===== src/rtl/jsu_pkg.sv =====
`default_nettype none
package jsu_pkg;

  // parser phase codes
  localparam logic [2:0] PH_PLAIN = 3'd0;
  localparam logic [2:0] PH_ESC   = 3'd1;
  localparam logic [2:0] PH_HEX1  = 3'd2;
  localparam logic [2:0] PH_HEX4  = 3'd5;

  // result kinds
  localparam logic [1:0] K_BYTE  = 2'd0;
  localparam logic [1:0] K_CLOSE = 2'd1;
  localparam logic [1:0] K_ERROR = 2'd2;

  // error codes
  localparam logic [1:0] E_NONE   = 2'd0;
  localparam logic [1:0] E_ESCAPE = 2'd1;
  localparam logic [1:0] E_HEX    = 2'd2;
  localparam logic [1:0] E_UNTERM = 2'd3;

  localparam int MaxBytes = 3;

  // one queued job: up to three result items caused by one input item
  typedef struct packed {
    logic [MaxBytes-1:0][7:0] bytes;
    logic [1:0]               cnt;
    logic [1:0]               kind;
    logic [1:0]               ecode;
  } jsu_entry_t;

endpackage
`default_nettype wire


===== src/rtl/jsu_front.sv =====
`default_nettype none
module jsu_front
  import jsu_pkg::*;
(
  input  wire logic       clk,
  input  wire logic       rst_n,
  input  wire logic       in_valid,
  output logic            in_ready,
  input  wire logic [7:0] in_char_in,
  input  wire logic       in_text_end,
  input  wire logic       q_full,
  output logic            q_push,
  output jsu_entry_t      q_data
);

  logic [2:0]  phase_r, phase_nxt;
  logic [15:0] cp_r, cp_nxt;
  logic [2:0]  ph;
  logic [3:0]  digit;
  logic        digit_ok;
  logic [7:0]  esc_byte;
  logic        esc_ok;
  logic [15:0] cp_acc;
  logic        emit;
  logic        restart;
  logic        accept;
  jsu_entry_t  ent;

  assign in_ready = !q_full;
  assign accept   = in_valid && in_ready;

  always_comb begin
    digit    = 4'd0;
    digit_ok = 1'b1;
    case (in_char_in) inside
      [8'h30:8'h39]: digit = 4'(in_char_in - 8'h30);
      [8'h61:8'h66]: digit = 4'(in_char_in - 8'h57);
      [8'h41:8'h46]: digit = 4'(in_char_in - 8'h37);
      default: digit_ok = 1'b0;
    endcase
  end

  always_comb begin
    esc_ok   = 1'b1;
    esc_byte = in_char_in;
    case (in_char_in)
      8'h22, 8'h5c, 8'h2f: esc_byte = in_char_in;
      8'h62: esc_byte = 8'h08;
      8'h66: esc_byte = 8'h0c;
      8'h6e: esc_byte = 8'h0a;
      8'h72: esc_byte = 8'h0d;
      8'h74: esc_byte = 8'h09;
      default: esc_ok = 1'b0;
    endcase
  end

  assign cp_acc = {cp_r[11:0], digit};

  always_comb begin
    ph        = (phase_r > PH_HEX4) ? PH_PLAIN : phase_r;
    phase_nxt = ph;
    cp_nxt    = cp_r;
    emit      = 1'b0;
    restart   = 1'b0;
    ent       = '0;
    ent.cnt   = 2'd1;
    ent.kind  = K_BYTE;
    ent.ecode = E_NONE;
    case (ph)
      PH_PLAIN: begin
        if (in_char_in == 8'h22) begin
          restart  = 1'b1;
          ent.kind = K_CLOSE;
        end else if (in_char_in == 8'h5c) begin
          phase_nxt = PH_ESC;
        end else begin
          emit         = 1'b1;
          ent.bytes[0] = in_char_in;
        end
      end
      PH_ESC: begin
        if (in_char_in == 8'h75) begin
          phase_nxt = PH_HEX1;
          cp_nxt    = '0;
        end else if (esc_ok) begin
          emit         = 1'b1;
          ent.bytes[0] = esc_byte;
          phase_nxt    = PH_PLAIN;
        end else begin
          restart   = 1'b1;
          ent.kind  = K_ERROR;
          ent.ecode = E_ESCAPE;
        end
      end
      default: begin
        if (!digit_ok) begin
          restart   = 1'b1;
          ent.kind  = K_ERROR;
          ent.ecode = E_HEX;
        end else if (ph == PH_HEX4) begin
          phase_nxt = PH_PLAIN;
          cp_nxt    = '0;
          if (cp_acc[15:11] == 5'b11011) begin
            // surrogate range
            restart   = 1'b1;
            ent.kind  = K_ERROR;
            ent.ecode = E_HEX;
          end else if (cp_acc < 16'h0080) begin
            emit         = 1'b1;
            ent.bytes[0] = cp_acc[7:0];
          end else if (cp_acc < 16'h0800) begin
            emit         = 1'b1;
            ent.cnt      = 2'd2;
            ent.bytes[0] = {3'b110, cp_acc[10:6]};
            ent.bytes[1] = {2'b10, cp_acc[5:0]};
          end else begin
            emit         = 1'b1;
            ent.cnt      = 2'd3;
            ent.bytes[0] = {4'b1110, cp_acc[15:12]};
            ent.bytes[1] = {2'b10, cp_acc[11:6]};
            ent.bytes[2] = {2'b10, cp_acc[5:0]};
          end
        end else begin
          phase_nxt = ph + 3'd1;
          cp_nxt    = cp_acc;
        end
      end
    endcase
    // end of text wins over anything but a close or a hard error
    if (in_text_end && !restart) begin
      restart   = 1'b1;
      ent       = '0;
      ent.cnt   = 2'd1;
      ent.kind  = K_ERROR;
      ent.ecode = E_UNTERM;
    end
    if (restart) begin
      phase_nxt = PH_PLAIN;
      cp_nxt    = '0;
    end
  end

  assign q_push = accept && (emit || restart);
  assign q_data = ent;

  always_ff @(posedge clk) begin
    if (!rst_n) begin
      phase_r <= PH_PLAIN;
      cp_r    <= '0;
    end else if (accept) begin
      phase_r <= phase_nxt;
      cp_r    <= cp_nxt;
    end
  end

endmodule
`default_nettype wire


===== src/rtl/jsu_fifo.sv =====
`default_nettype none
module jsu_fifo
  import jsu_pkg::*;
#(
  parameter int DEPTH = 4
) (
  input  wire logic       clk,
  input  wire logic       rst_n,
  input  wire logic       push,
  input  jsu_entry_t      push_data,
  output logic            full,
  input  wire logic       pop,
  output jsu_entry_t      head,
  output logic            empty
);

  localparam int AW = (DEPTH > 1) ? $clog2(DEPTH) : 1;
  localparam int CW = $clog2(DEPTH + 1);
  localparam logic [AW-1:0] LastIdx = AW'(DEPTH - 1);

  jsu_entry_t    store_r [DEPTH];
  logic [AW-1:0] wr_r, rd_r;
  logic [CW-1:0] count_r;
  logic          do_push, do_pop;

  assign full    = (count_r == CW'(DEPTH));
  assign empty   = (count_r == '0);
  assign do_push = push && !full;
  assign do_pop  = pop && !empty;
  assign head    = store_r[rd_r];

  always_ff @(posedge clk) begin
    if (do_push) begin
      store_r[wr_r] <= push_data;
    end
  end

  always_ff @(posedge clk) begin
    if (!rst_n) begin
      wr_r    <= '0;
      rd_r    <= '0;
      count_r <= '0;
    end else begin
      if (do_push) begin
        wr_r <= (wr_r == LastIdx) ? '0 : wr_r + AW'(1);
      end
      if (do_pop) begin
        rd_r <= (rd_r == LastIdx) ? '0 : rd_r + AW'(1);
      end
      if (do_push && !do_pop) begin
        count_r <= count_r + CW'(1);
      end else if (do_pop && !do_push) begin
        count_r <= count_r - CW'(1);
      end
    end
  end

endmodule
`default_nettype wire


===== src/rtl/jsu_back.sv =====
`default_nettype none
module jsu_back
  import jsu_pkg::*;
(
  input  wire logic       clk,
  input  wire logic       rst_n,
  input  jsu_entry_t      q_head,
  input  wire logic       q_empty,
  output logic            q_pop,
  output logic            out_valid,
  input  wire logic       out_ready,
  output logic [7:0]      out_out_byte,
  output logic [1:0]      out_kind,
  output logic [1:0]      out_error_code,
  output logic            out_last
);

  logic       valid_r;
  logic [7:0] byte_r;
  logic [1:0] kind_r, ecode_r;
  logic       last_r;
  logic [1:0] idx_r;
  logic       load;
  logic       at_last;

  assign load    = !q_empty && (!valid_r || out_ready);
  assign at_last = (idx_r == q_head.cnt - 2'd1);
  assign q_pop   = load && at_last;

  always_ff @(posedge clk) begin
    if (!rst_n) begin
      valid_r <= 1'b0;
      idx_r   <= '0;
    end else begin
      if (load) begin
        valid_r <= 1'b1;
        idx_r   <= at_last ? 2'd0 : idx_r + 2'd1;
      end else if (out_ready) begin
        valid_r <= 1'b0;
      end
    end
  end

  always_ff @(posedge clk) begin
    if (load) begin
      byte_r  <= q_head.bytes[idx_r];
      kind_r  <= q_head.kind;
      ecode_r <= q_head.ecode;
      last_r  <= at_last;
    end
  end

  assign out_valid      = valid_r;
  assign out_out_byte   = byte_r;
  assign out_kind       = kind_r;
  assign out_error_code = ecode_r;
  assign out_last       = last_r;

endmodule
`default_nettype wire


===== src/rtl/json_string_unescape_unit.sv =====
// Streaming unescaper for the body of a JSON string, one byte per input item.
// Input channel: in_valid/in_ready carrying in_char_in and in_text_end.
// Result channel: out_valid/out_ready carrying out_out_byte, out_kind,
// out_error_code and out_last; an input item gives zero to three results,
// the final one marked by out_last.
// The front stage decodes one byte per cycle while the queue has room and
// writes any job it yields into a queue of QUEUE_DEPTH entries; the back
// stage sends one result per cycle, while the receiver is ready, from the
// queue head through an output register, so the first result of an input
// item is registered in the queue and then in the output register.
// Throughput: one input item per cycle while results keep pace; a u escape
// that expands to two or three UTF-8 bytes holds the result port for one
// result per byte, and input then stalls only when the queue fills.
// When the receiver stalls, the output register holds its item and the
// queue absorbs further jobs; in_ready drops once the queue is full.
// Reset (synchronous, active low) empties the queue and the output register
// and returns the parser to plain text.
`default_nettype none
module json_string_unescape_unit
  import jsu_pkg::*;
#(
  parameter int QUEUE_DEPTH = 4
) (
  input  wire logic       clk,
  input  wire logic       rst_n,
  input  wire logic       in_valid,
  output logic            in_ready,
  input  wire logic [7:0] in_char_in,
  input  wire logic       in_text_end,
  output logic            out_valid,
  input  wire logic       out_ready,
  output logic [7:0]      out_out_byte,
  output logic [1:0]      out_kind,
  output logic [1:0]      out_error_code,
  output logic            out_last
);

  jsu_entry_t push_data, head;
  logic       push, full, pop, empty;

  jsu_front u_front (
    .clk         (clk),
    .rst_n       (rst_n),
    .in_valid    (in_valid),
    .in_ready    (in_ready),
    .in_char_in  (in_char_in),
    .in_text_end (in_text_end),
    .q_full      (full),
    .q_push      (push),
    .q_data      (push_data)
  );

  jsu_fifo #(
    .DEPTH (QUEUE_DEPTH)
  ) u_fifo (
    .clk       (clk),
    .rst_n     (rst_n),
    .push      (push),
    .push_data (push_data),
    .full      (full),
    .pop       (pop),
    .head      (head),
    .empty     (empty)
  );

  jsu_back u_back (
    .clk            (clk),
    .rst_n          (rst_n),
    .q_head         (head),
    .q_empty        (empty),
    .q_pop          (pop),
    .out_valid      (out_valid),
    .out_ready      (out_ready),
    .out_out_byte   (out_out_byte),
    .out_kind       (out_kind),
    .out_error_code (out_error_code),
    .out_last       (out_last)
  );

endmodule
`default_nettype wire

===== config.mk =====
export PLATFORM = sky130hd
export DESIGN_NAME = json_string_unescape_unit
export DESIGN_NICKNAME = d
export VERILOG_FILES = /design/src/rtl/jsu_pkg.sv /design/src/rtl/jsu_front.sv /design/src/rtl/jsu_fifo.sv /design/src/rtl/jsu_back.sv /design/src/rtl/json_string_unescape_unit.sv
export SDC_FILE = /design/constraint.sdc
export NUM_CORES = 1
export LEC_CHECK = 0
export ABC_CLOCK_PERIOD_IN_PS = 10100
export BUFFER_PORTS_ARGS = -buffer_cell sky130_fd_sc_hd__buf_2
export CORE_MARGIN = 1.5
export CORE_UTILIZATION = 55
export CTS_CLUSTER_SIZE = 14
export DETAILED_ROUTE_END_ITERATION = 8
export PLACE_DENSITY = 0.69
export SLEW_MARGIN = 25
export SYNTH_ARGS = -nofsm -noshare
export SYNTH_HDL_FRONTEND = slang
export SYNTH_SLANG_ARGS = --single-unit

===== constraint.sdc =====
create_clock -name clk -period 10.1 [get_ports clk]
set_input_delay 1.01 -clock clk [delete_from_list [all_inputs] [get_ports clk]]
set_output_delay 1.01 -clock clk [all_outputs]
set_load 0.02 [all_outputs]

[Word level (Yosys, flattened, before mapping)]
Memories as Yosys holds them, arrays and structs flattened. A register that Yosys moved wholly into a read port is not among the register bits.
Index checks and enable logic that the tools add are counted.
Word-level totals
  register bits after elaboration: 38
  bits in latches: 0
  memory bits (writable): 120
  ROM bits: 0
  output and inout port bits: 15
  memories: 1
Memories
  u_fifo.store_r: words 4, bits a word 30, rd ports 1, clocked after memory_dff 1, wr ports 1, RTL line jsu_fifo.sv:21  | jsu_entry_t store_r [DEPTH];
Cells by class
  add/subtract/negate cells: 10
  multiply operators: 0
  div/mod/pow operators: 0
  order comparisons: 10
  equality and inequality tests: 18
  shifts and indexed selects: 0
  muxes and demuxes: 74
  bitwise operators: 0
  reductions and logical operators: 28
Operator list (number)
  30-bit 2-to-1 mux: 2
  8-bit by 7-bit == test with 1-bit output, second input constant: 7
  8-bit 2-to-1 mux: 7
  26-bit 2-to-1 mux: 2
  12-bit 2-to-1 mux: 4
  16-bit 2-to-1 mux: 3
  8-bit case mux with 5 select lines: 1
  3-bit 2-to-1 mux: 10
  4-bit 2-to-1 mux: 7
  12-bit case mux with 2 select lines: 1
  1-bit 2-to-1 mux: 23
  8-bit binary-select mux with 2-bit select: 1
  8-bit by 6-bit == test with 1-bit output, second input constant: 2
  8-bit by 7-bit greater-or-equal comparator with 1-bit output, second input constant: 2
  8-bit by 7-bit less-or-equal comparator with 1-bit output, second input constant: 2
  16-bit by 12-bit less-than comparator with 1-bit output, second input constant: 1
  16-bit by 8-bit less-than comparator with 1-bit output, second input constant: 1
  8-bit case mux with 2 select lines: 1
  2-bit 2-to-1 mux: 7
  1-bit logical AND: 12
  8-bit by 6-bit greater-or-equal comparator with 1-bit output, second input constant: 1
  8-bit by 6-bit less-or-equal comparator with 1-bit output, second input constant: 1
  2-bit case mux with 2 select lines: 2
  8-bit OR reduction: 1
  other kinds (24): 39

[Longest topological paths before layout]
Gate-level depths: netlist (run 1).
  depth in word-level cells: 17
  mapped depth: 16

[By module]
Synthesis (run 1) repeated with hierarchy kept, for this count alone.
Second synthesis, totals
  cells, all modules: 497
  area, all modules: 7218.2 um^2
By module, submodules not included
  jsu_fifo: times used 1, cells each 207, area each 4819.6 um^2, seq. area each 3783.6 um^2
  jsu_front: times used 1, cells each 226, area each 1617.8 um^2, seq. area each 300.3 um^2
  jsu_back: times used 1, cells each 64, area each 780.7 um^2, seq. area each 450.4 um^2

[Least setup slack after synthesis (run 1)]
Ideal clock, no wire load.
  path type: input-to-reg
  start: in in_char_in[0]
  end: reg u_fifo.count_r[2]
  arrival time: 4.265 ns
  slack: 5.760 ns
  stages on the path: 16
  buffers on the path: 2
  cells stage by stage: clkbuf_1 -> inv_1 -> ha_1 -> nor3b_1 -> o31a_1 -> nor3b_1 -> o211a_1 -> nor4_4 -> buf_4 -> a21oi_1 -> ha_1 -> inv_1 -> fa_1 -> xor2_1 -> or3_1 -> a21boi_0
On the way
  cells in the longest elaborated chain, start to end: 16
  elaborated cells between the ends (all ways): 45
  those cells by class: 6 x order compare; 9 x eq/ne; 17 x mux; 13 x reduce/logical
Ends and longest elaborated chain
  start, declared: RTL line json_string_unescape_unit.sv:28  | input wire logic [7:0] in_char_in,
  8-bit by 7-bit greater-or-equal comparator with 1-bit output (no source line) / 8-bit by 7-bit less-or-equal comparator with 1-bit output (equally long branches)
  1-bit logical AND (no source line)
  1-bit 2-to-1 mux (3 in a row): RTL line jsu_front.sv:35  | case (in_char_in) inside
  1-bit 2-to-1 mux: RTL line jsu_front.sv:96  | if (!digit_ok) begin
  1-bit case mux with 2 select lines: RTL line jsu_front.sv:69  | case (ph)
  1-bit zero test: RTL line jsu_front.sv:130  | if (in_text_end && !restart) begin
  1-bit logical AND: RTL line jsu_front.sv:130
  1-bit 2-to-1 mux: RTL line jsu_front.sv:130
  1-bit logical OR *: RTL line jsu_front.sv:143  | assign q_push = accept && (emit || restart);
  1-bit logical AND *: RTL line jsu_front.sv:143
  1-bit logical AND *: RTL line jsu_fifo.sv:28  | assign do_push = push && !full;
  net u_fifo.do_push: RTL line jsu_fifo.sv:24  | logic do_push, do_pop;
  1-bit zero test: RTL line jsu_fifo.sv:52  | end else if (do_pop && !do_push) begin
  1-bit logical AND: RTL line jsu_fifo.sv:52
  2-bit nonzero test (no source line)
  end signal, assigned: RTL line jsu_fifo.sv:51  | count_r <= count_r + CW'(1);
  end signal, assigned: RTL line jsu_fifo.sv:53  | count_r <= count_r - CW'(1);
  end, declared: RTL line jsu_fifo.sv:23  | logic [CW-1:0] count_r;
The timed path passes the listed nets; every way through them passes the cells marked *.
A chain may end at the register's enable or synchronous reset.

[Final worst setup path (run 1)]
Ends and elaborated chain as after synthesis.

==> results by group, run 1 <==
Detailed routing
  – First-pass DRT Iterations: 5
  – Residual DRC count: 0
  – Antenna-violating nets left: 0
  – Avg WL per Cell: 19.56 um
  – Routed vias: 4254
  – Total detailed-routing wirelength: approximately 14 mm
  – Iter 0 DRT Violations: between 300 and 400
  – Drt via density: between 5 and 6

Clock tree
  – Clock latency on the worst-skew pair: 0.42 ns
  – Clock H-tree levels: 4
  – Clock transition at the registers of the reported paths: 0.05 ns
  – TritonCTS Buffers: 17
  – Clk buf depth: 2
  – Hold_buf cts: 0
  – CTS Sinks: 148
  – Post-CTS Resized: 0
  – Root Buffer: clkbuf_16
  – Setup Fix Bufs, Post-CTS: 0
  – CTS tree: yes

Layout
  – Net count, final: roughly 560
  – Area growth from synthesis to layout: 11.50%
  – Share of layout cells above drive strength 1: about a fifth
  – Commonest non-fill, non-tap cell in the layout: edfxtp_1
  – Antenna Diode Count: 0
  – Commonest non-fill, non-tap cells in the layout: 121 x edfxtp_1, 41 x nand2_1, 27 x mux4_2, 27 x buf_2, 26 x dfxtp_1
  – Multi-input logic area: 0.002567 mm^2
  – Fill cell total of the finished layout: roughly 930
  – FF+latch area: 0.004178 mm^2

Timing
  – Fmax: 227.7 MHz
  – Endpoints failing setup: 0
  – Setup TNS: 0 ns
  – Fin. Hold Viols: 0
  – RSZ-0062 raised after global routing: false
  – Max-slew violations: 0
  – Max_slew headroom: approximately two fifths
  – Final WS setup: 5.708 ns
  – Worst-Margin Slew: 0.8942 ns
  – Final min period: about 4.4 ns
  – Final Cycle Share: 43.49%
  – Final Skew: roughly 0.007 ns

Die
  – Die Area: 0.01330 mm^2
  – Starting Density: between 50% and 60%
  – Core area: 0.01216 mm^2
  – Std cell rows: 40
  – Die Width: approximately 120 um
  – I/O pin total: 28
  – Chip Height: around 120 um

Critical path
  – Critical path class: in2reg
  – Required @ worst endpoint: ~10 ns
  – Critical-path maximum fanout: 11
  – CP Launch Type: input port
  – CP Capture Type: flop
  – WP data arrival: 4.73 ns

GRT
  – First-pass GRT wire length: 22.02 mm
  – Initial antenna violation count: 0
  – Largest net degree at the start of global routing: 34
  – Gr ovfl total: 0
  – Total track usage: 22.72%
  – Vias in the first global route: 4155

Yosys
  – Post-synth ARST share: 0%
  – Register area share after synthesis: approximately three fifths
  – Yosys warnings: 0
  – Yosys reg bits: 148
  – Avg Cell Area, Syn: around 14 um^2
  – Netlist cell types: 61
  – Post-Syn Area: 0.006939 mm^2
  – Syn_nets: 531
  – Syn Inst Count: 507
  – Most common flop cell mapped by yosys: edfxtp_1
  – Number of synthesized flops with an enable pin: between 100 and 150

Place
  – DP Worst Slack: ~5.3 ns
  – Placer Congestion: 0.8729
  – Final HPWL DP: 9.458 mm
  – PortBufs: 27

Run status
  – Outcome: finished, final reports clean

Worst hold path
  – HP Class: reg2reg

Power
  – Peak supply drop: roughly 0.00011 V
  – Pwr Density: 235.6 mW/mm^2
  – Leakage: about 2.7 nW

Job
  – Max-cap violations: 0
## synth_stat cells (7+ instances only)
cell	number	area share, %
a21oi_1	21	1.5
and2_1	9	0.81
clkbuf_1	16	0.87
dfxtp_1	27	7.8
edfxtp_1	121	52
ha_1	10	1.8
inv_1	16	0.87
mux2i_1	21	3.0
mux4_2	27	8.8
nand2_1	41	2.2
nand2b_1	13	1.2
nand3_1	21	1.5
nor2_1	19	1.0
nor2b_1	8	0.72
nor3_1	10	0.72
nor3b_1	7	0.76
o21ai_0	15	1.1
o22ai_1	7	0.63
## path summary, 6_finish.rpt
kind | startpoint | end | slack [ns] | depth (start not counted)
worst min-delay path | u_fifo.rd_r[0] | flop | 0.50 | 2
worst max register to register | flop | u_fifo.count_r[2] | 6.81 | 11
worst min register to register | u_fifo.rd_r[0] | flop | 0.50 | 2
worst max-delay path | in_char_in[0] | u_fifo.count_r[2] | 5.71 | 15
## metrics by stage
stage / hold slack, ns / instances / area, um^2 / total power [mW] / utilization (%)
2_1_floorplan: 0.4565 / 507 / 6939 / 1.149 / -
3_3_place_gp: 0.4725 / 682 / 7193 / 1.256 / 59.15
3_5_place_dp: 0.5028 / 682 / 7201 / 1.270 / 59.21
4_1_cts: 0.5103 / 713 / 7735 / 1.843 / 63.60
5_1_grt: 0.5461 / 713 / 7737 / 1.911 / 63.62
6_report: 0.5049 / 713 / 7737 / 1.823 / 63.62
## cell type report
type | count | share of cell area [%]
well taps | 168 | 2.717
clock buffers | 24 | 5.838
inverters | 16 | 0.7762
repair buffers | 34 | 2.426
multi-input cells | 316 | 33.18
flip-flops and latches | 148 | 53.99
clock inverters | 7 | 1.067
## cell families (layout without fill, tap and decap cells)
| family | count (synthesis) | count (layout) | synth area share, % |
|---|---|---|---|
| buffers and inverters | 43 | 81 | 3.011 |
| multiplexers | 48 | 48 | 11.79 |
| XOR/XNOR | 6 | 6 | 0.7573 |
| AND/OR/NAND/NOR | 166 | 166 | 13.49 |
| AO/OA/AOI/OAI | 85 | 85 | 8.709 |
| flip-flops | 148 | 148 | 60.15 |
| adder cells (fa/ha/maj) | 11 | 11 | 2.092 |
## flip-flops by register name, indices dropped and copies added (netlist names), named ones only
name / cells
u_back.out_kind: 2
u_fifo.wr_r: 2
u_back.idx_r: 2
u_fifo.rd_r: 2
u_front.phase_r: 3
u_back.out_error_code: 2
u_back.out_out_byte: 8
u_fifo.store_r: 108
u_fifo.count_r: 3
u_back.out_last: 1
u_front.cp_r: 12
u_back.out_valid: 1
## power breakdown
group / switching, mW / internal (mW)
Clock: 0.216 / 0.358
Combinational: 0.219 / 0.178
Sequential: 0.0652 / 0.787
Total: 0.500 / 1.32
## worst max-delay path: stages
cell and delay, ns:
buf_2 0.17, inv_1 0.10, ha_1 0.28, o21bai_4 0.09, a2111oi_4 0.53, o21bai_4 0.29
and4_1 0.48, nor2_1 0.18, a21oi_1 0.31, ha_1 0.24, inv_1 0.06, fa_1 0.37
xor2_1 0.17, or3_1 0.29, a21boi_0 0.15
## layer usage
layer | vias to the layer above | global-route usage [%] | routed length (um)
li1 | 1988 | - | -
met1 | 2107 | 29.82 | 6094
met4 | 0 | 10.37 | 296
met2 | 135 | 37.59 | 6799
met3 | 24 | 3.585 | 755
met5 | - | 0 | 0
Power figures use the tool's default switching activity.
==> run 2: changes to the inputs <==
--- a/config.mk
+++ b/config.mk
@@ -5,13 +5,13 @@
 export SDC_FILE = /design/constraint.sdc
 export NUM_CORES = 1
 export LEC_CHECK = 0
-export ABC_CLOCK_PERIOD_IN_PS = 10100
+export ABC_CLOCK_PERIOD_IN_PS = 4000
 export BUFFER_PORTS_ARGS = -buffer_cell sky130_fd_sc_hd__buf_2
 export CORE_MARGIN = 1.5
 export CORE_UTILIZATION = 55
 export CTS_CLUSTER_SIZE = 14
 export DETAILED_ROUTE_END_ITERATION = 8
-export PLACE_DENSITY = 0.69
+export PLACE_DENSITY = 0.72
 export SLEW_MARGIN = 25
 export SYNTH_ARGS = -nofsm -noshare
 export SYNTH_HDL_FRONTEND = slang
==> constraint.sdc (replaced) <==
create_clock -name clk -period 4 [get_ports clk]
set_input_delay 0.4 -clock clk [delete_from_list [all_inputs] [get_ports clk]]
set_output_delay 0.4 -clock clk [all_outputs]
set_load 0.02 [all_outputs]
==> results by group, run 2 (same netlist as run 1, synthesis figures left out) <==
Detailed routing
  – First-pass DRT Iterations: 6
  – Total detailed-routing wirelength: 14.13 mm
  – Drt via density: 5.964
  – Iter 0 DRT Violations: 310
  – Antenna-violating nets left: 0
  – Avg WL per Cell: 19.55 um
  – Residual DRC count: 0
  – Routed vias: 4312

GRT
  – Total track usage: 23.78%
  – Met3 Use GR: 5.324%
  – Initial antenna violation count: 0
  – Global routing usage on met1: 31.64%
  – Vias in the first global route: 4342
  – M2 GR Usage: 38.11%
  – First-pass GRT wire length: about 23 mm
  – Busiest grt layer: met2
  – Gr ovfl total: 0
  – Largest net degree at the start of global routing: 34

Critical path
  – Worst path cell trace: buf_2 > inv_1 > ha_1 > nor3b_1 > o31a_1 > nor3b_1 > o211a_1 > nor4_4 > a21oi_1 > ha_1 > inv_1 > fa_1 > xor2_1 > or3_1 > a21boi_0
  – CP Capture Type: flop
  – Critical path class: in2reg
  – Max stage delay on crit path: 0.37 ns
  – CP Launch Type: input port
  – WP data arrival: 3.80 ns
  – Worst reg2reg path depth: 12
  – Required @ worst endpoint: ~4.3 ns
  – Critical-path maximum fanout: 11
  – Slowest-stage cell, CP: o211a_1

Clock tree
  – Hold_buf cts: 0
  – Clock latency on the worst-skew pair: 0.42 ns
  – Root Buffer: clkbuf_16
  – CTS Sinks: 148
  – Clk buf depth: 2
  – Setup Fix Bufs, Post-CTS: 0
  – Post-CTS Resized: 0
  – Clock transition at the registers of the reported paths: 0.06 ns
  – Clock H-tree levels: 4
  – CTS tree: yes
  – TritonCTS Buffers: 17

Worst hold path
  – HP Class: in2reg
  – Hold Crit Depth: 4

Place
  – PortBufs: 27
  – DP Worst Slack: 0.1030 ns
  – Area after DPL: 0.007286 mm^2
  – Placer Congestion: 0.9227
  – Final HPWL DP: 9.441 mm
  – Placed cells: 691

Die
  – Die Area: 0.01330 mm^2
  – Die Width: 115.3 um
  – Chip Height: 115.3 um
  – I/O pin total: 28
  – Core area: 0.01216 mm^2
  – Std cell rows: 40
  – Starting Density: 57.06%

Power
  – Seq pwr share: around 44%
  – Peak supply drop: 0.0002601 V
  – Int Power: 3.370 mW
  – Leakage: 2.769 nW
  – Sw frac: 28.27%
  – Combinational share of power: 23.5%
  – Clock power frac: around 32%
  – Pwr Density: 598.4 mW/mm^2
  – Net Sw Power: 1.328 mW

Layout
  – Antenna Diode Count: 0
  – Share of layout cells above drive strength 1: 21.62%
  – Top reg by flops: u_fifo.store_r
  – Commonest non-fill, non-tap cells in the layout: 121 x edfxtp_1, 41 x nand2_1, 27 x mux4_2, 27 x buf_2, 26 x dfxtp_1
  – Max reg flops: about 110
  – Commonest non-fill, non-tap cell in the layout: edfxtp_1
  – Final non-filler cell area: 0.007853 mm^2
  – Final Util: 64.57%
  – Area growth from synthesis to layout: 13.16%
  – Finished Layout Cells: 723
  – Net count, final: 566

Timing
  – Final WS setup: 0.5330 ns
  – Final Skew: 0.009651 ns
  – Final min period: 3.467 ns
  – Final Cycle Share: roughly 87%
  – Max-slew violations: 0
  – Endpoints failing setup: 0
  – Setup TNS: 0 ns
  – Worst-Margin Slew: 0.6285 ns
  – Fin. Hold Viols: 0
  – Fmax: between 200 and 300 MHz
  – Max_slew headroom: 57.66%
  – RSZ-0062 raised after global routing: false

Run status
  – Outcome: finished, final reports clean

Job
  – Max-cap violations: 0
## run 2: cell count changes in the layout (fill, tap and decap cells not counted), sizes merged
cell,delta
buf,+9
clkbuf,-5
clkinv,+3
clkinvlp,+2
inv,+1
## run 2: power groups by stage
stage	Combinational, mW	Clock (mW)	Sequential, mW
6_report	1.11	1.51	2.09
4_1_cts	1.13	1.53	2.09
3_3_place_gp	1.11	0	2.10
3_5_place_dp	1.12	0	2.12
2_1_floorplan	0.723	0	2.18
5_1_grt	1.22	1.60	2.11
## run 2: metrics by stage
stage	power, mW	hold slack [ns]
6_report	4.699	0.2764
5_1_grt	4.926	0.2781
4_1_cts	4.754	0.2640
3_5_place_dp	3.241	0.4885
3_3_place_gp	3.209	0.4759
2_1_floorplan	2.900	0.4565
## run 2: layer usage
metal | part of all wire [%] | vias to the layer above
met5 | 0 | -
met4 | 1.4 | 0
met3 | 7.0 | 17
met2 | 50 | 141
met1 | 42 | 2138
li1 | - | 2016
## run 2: area by class of cell
class                      instances  area [um^2]
fill                             910         4309
inverter                          16        60.06
clock buffer                      19        432.9
sequential                       148         4175
clock inverter                    13        133.9
multi-input combinational        316         2560
tap                              168        210.2
timing repair buffer              43        280.3
## run 2: final timing paths
kind / from / to / slack, ns
setup / recovery: in_char_in[0] / u_fifo.count_r[2] / 0.53
hold / removal: out_ready / u_back.out_valid / 0.28
setup reg to reg: u_front.phase_r[0] / u_fifo.count_r[2] / 0.87
hold reg to reg: u_back.out_valid / u_back.out_valid / 0.49
## run 2: worst max-delay path, delay by kind of cell
| kind | cells | cell delay (ns) |
|---|---|---|
| fa+ha+maj | 3 | 0.85 |
| simple gates | 4 | 0.85 |
| xor+xnor | 1 | 0.18 |
| compound gates | 4 | 1.16 |
| buf+inv | 3 | 0.35 |
==> run 3: changes to the inputs <==
--- a/config.mk
+++ b/config.mk
@@ -12,6 +12,8 @@
 export CTS_CLUSTER_SIZE = 14
 export DETAILED_ROUTE_END_ITERATION = 8
 export PLACE_DENSITY = 0.72
+export REMOVE_ABC_BUFFERS = 1
+export SKIP_CTS_REPAIR_TIMING = 1
 export SLEW_MARGIN = 25
 export SYNTH_ARGS = -nofsm -noshare
 export SYNTH_HDL_FRONTEND = slang
==> results by group, run 3 (same netlist as run 1, synthesis figures left out) <==
Run status
  – Outcome: finished, final reports clean

Clock tree
  – Clock latency on the worst-skew pair: between 0.4 and 0.5 ns
  – Root Buffer: clkbuf_16
  – CTS Sinks: 148
  – Clk buf depth: 2
  – Clock transition at the registers of the reported paths: approximately 0.06 ns
  – TritonCTS Buffers: 17
  – Clock H-tree levels: 4
  – CTS tree: yes

Critical path
  – Critical path class: in2reg
  – Worst reg2reg path depth: 11
  – Setup slack, reg-to-reg: 0.92 ns
  – WP data arrival: 3.74 ns
  – Critical R2R Capture: u_fifo.count_r[2]
  – Slowest-stage cell, CP: o211a_1
  – Max stage delay on crit path: 0.37 ns
  – Worst path depth: 15
  – Critical-path maximum fanout: 11
  – CP Launch Type: input port
  – CP Capture Type: flop
  – CP Buf/Inv Count: 3
  – Worst path cell trace: buf_2 > inv_1 > ha_1 > nor3b_1 > o31a_1 > nor3b_1 > o211a_1 > nor4_4 > a21oi_1 > ha_1 > inv_1 > fa_1 > xor2_1 > or3_1 > a21boi_0
  – Required @ worst endpoint: 4.34 ns
  – Kind of cell adding the most delay to the critical path: compound AO/OA/AOI/OAI gates
  – Worst Setup EP: u_fifo.count_r[2]
  – Critical Path Source: in_char_in[0]

Job
  – Max-cap violations: 0

Detailed routing
  – First-pass DRT Iterations: 5
  – Residual DRC count: 0
  – Iter 0 DRT Violations: between 400 and 500
  – Routed vias: approximately 4300
  – Avg WL per Cell: 19.14 um
  – Total detailed-routing wirelength: 13.86 mm
  – Drt via density: 5.981
  – Antenna-violating nets left: 0

Timing
  – Final WS setup: 0.6022 ns
  – Final min period: 3.398 ns
  – Endpoints failing setup: 0
  – Fmax: 294.3 MHz
  – Max-slew violations: 0
  – Worst-Margin Slew: slightly below 0.8 ns
  – Final Cycle Share: 84.94%
  – Fin. Hold Viols: 0
  – Final Skew: 0.01052 ns
  – Max_slew headroom: 46.92%
  – RSZ-0062 raised after global routing: false
  – Setup TNS: 0 ns

Place
  – Placer Congestion: 0.8756
  – DP Worst Slack: 0.1873 ns
  – Final HPWL DP: 9.021 mm
  – PortBufs: 27
  – Placed cells: 692

GRT
  – Largest net degree at the start of global routing: 34
  – Gr ovfl total: 0
  – Initial antenna violation count: 0
  – Total track usage: a little under a quarter
  – Vias in the first global route: 4203
  – First-pass GRT wire length: 22.64 mm

Layout
  – Antenna Diode Count: 0
  – Fill cell total of the finished layout: 891
  – Share of layout cells above drive strength 1: 21.04%
  – Finished Layout Cells: 724
  – Commonest non-fill, non-tap cells in the layout: 121 x edfxtp_1, 41 x nand2_1, 27 x mux4_2, 27 x buf_2, 26 x dfxtp_1
  – Net count, final: approximately 570
  – Area growth from synthesis to layout: 12.73%
  – Commonest non-fill, non-tap cell in the layout: edfxtp_1
  – Max reg flops: approximately 110
  – Top reg by flops: u_fifo.store_r

Die
  – Die Width: roughly 120 um
  – Starting Density: 57.06%
  – Chip Height: 115.3 um
  – Die Area: between 0.01 and 0.015 mm^2
  – I/O pin total: 28
  – Std cell rows: 40
  – Core area: between 0.01 and 0.015 mm^2

Power
  – Pwr Density: 596.2 mW/mm^2
  – Peak supply drop: 0.0002427 V
  – Leakage: ~2.8 nW

Worst hold path
  – HP Class: in2reg
==> run 3: cell count changes in the layout (fill, tap and decap cells not counted), sizes merged <==
cell,change
inv,-1
clkinv,-6
clkinvlp,-1
clkbuf,+9
bufinv,-1
buf,+1
==> run 3: worst min-delay path by stage <==
stage / from / to / slack, ns / cells past startpoint
floorplan: u_front.cp_r[8] / u_front.cp_r[8] / 0.46 / 2
global placement: u_back.out_valid / u_back.out_valid / 0.47 / 2
detailed placement: u_front.cp_r[8] / u_front.cp_r[8] / 0.49 / 2
CTS: out_ready / u_back.out_valid / 0.27 / 4
global route: out_ready / u_back.out_valid / 0.32 / 4
finish: out_ready / u_back.out_valid / 0.28 / 4
==> run 3: power breakdown <==
group | switching [mW] | leakage, nW | internal (mW)
Clock | 0.557 | 0.269 | 0.920
Sequential | 0.0851 | 1.39 | 1.98
Combinational | 0.646 | 1.11 | 0.471
==> run 3: routing by layer <==
layer	share of wire, %	GRT usage, %	vias up
li1	-	-	2012
met1	44	32.12	2154
met2	49	36.37	146
met3	5.2	5.482	18
met4	1.6	7.654	0
met5	0	0	-
==> run 3: worst register-to-register path: cells and delay by family (launching register included) <==
kind,cells,cell delay (ns)
buffers and inverters,2,0.40
AND/OR/NAND/NOR,3,0.62
multiplexers,1,0.60
adder cells (fa/ha/maj),2,0.59
flip-flops,1,0.36
AO/OA/AOI/OAI,2,0.27
XOR/XNOR,1,0.17
==> run 3: area by class of cell <==
cell class                      instances  area, um^2  share of cell area, %
Clock buffer                           28       506.7                  6.478
Clock inverter                          4       47.55                 0.6078
Sequential cell                       148        4175                  53.37
Tap cell                              168       210.2                  2.687
Timing Repair Buffer                   44       262.8                  3.359
Multi-Input combinational cell        316        2560                  32.73
Inverter                               16       60.06                 0.7678
==> run 3: stage by stage <==
| step | cell area, um^2 | total power [mW] | utilization (%) | hold slack [ns] |
|---|---|---|---|---|
| floorplan | 6790 | 2.874 | - | 0.4565 |
| CTS | 7823 | 4.706 | 64.32 | 0.2747 |
| global placement | 7268 | 3.189 | 59.76 | 0.4741 |
| detailed placement | 7268 | 3.223 | 59.76 | 0.4949 |
| finish | 7823 | 4.664 | 64.32 | 0.2846 |
| global route | 7823 | 4.890 | 64.32 | 0.3174 |
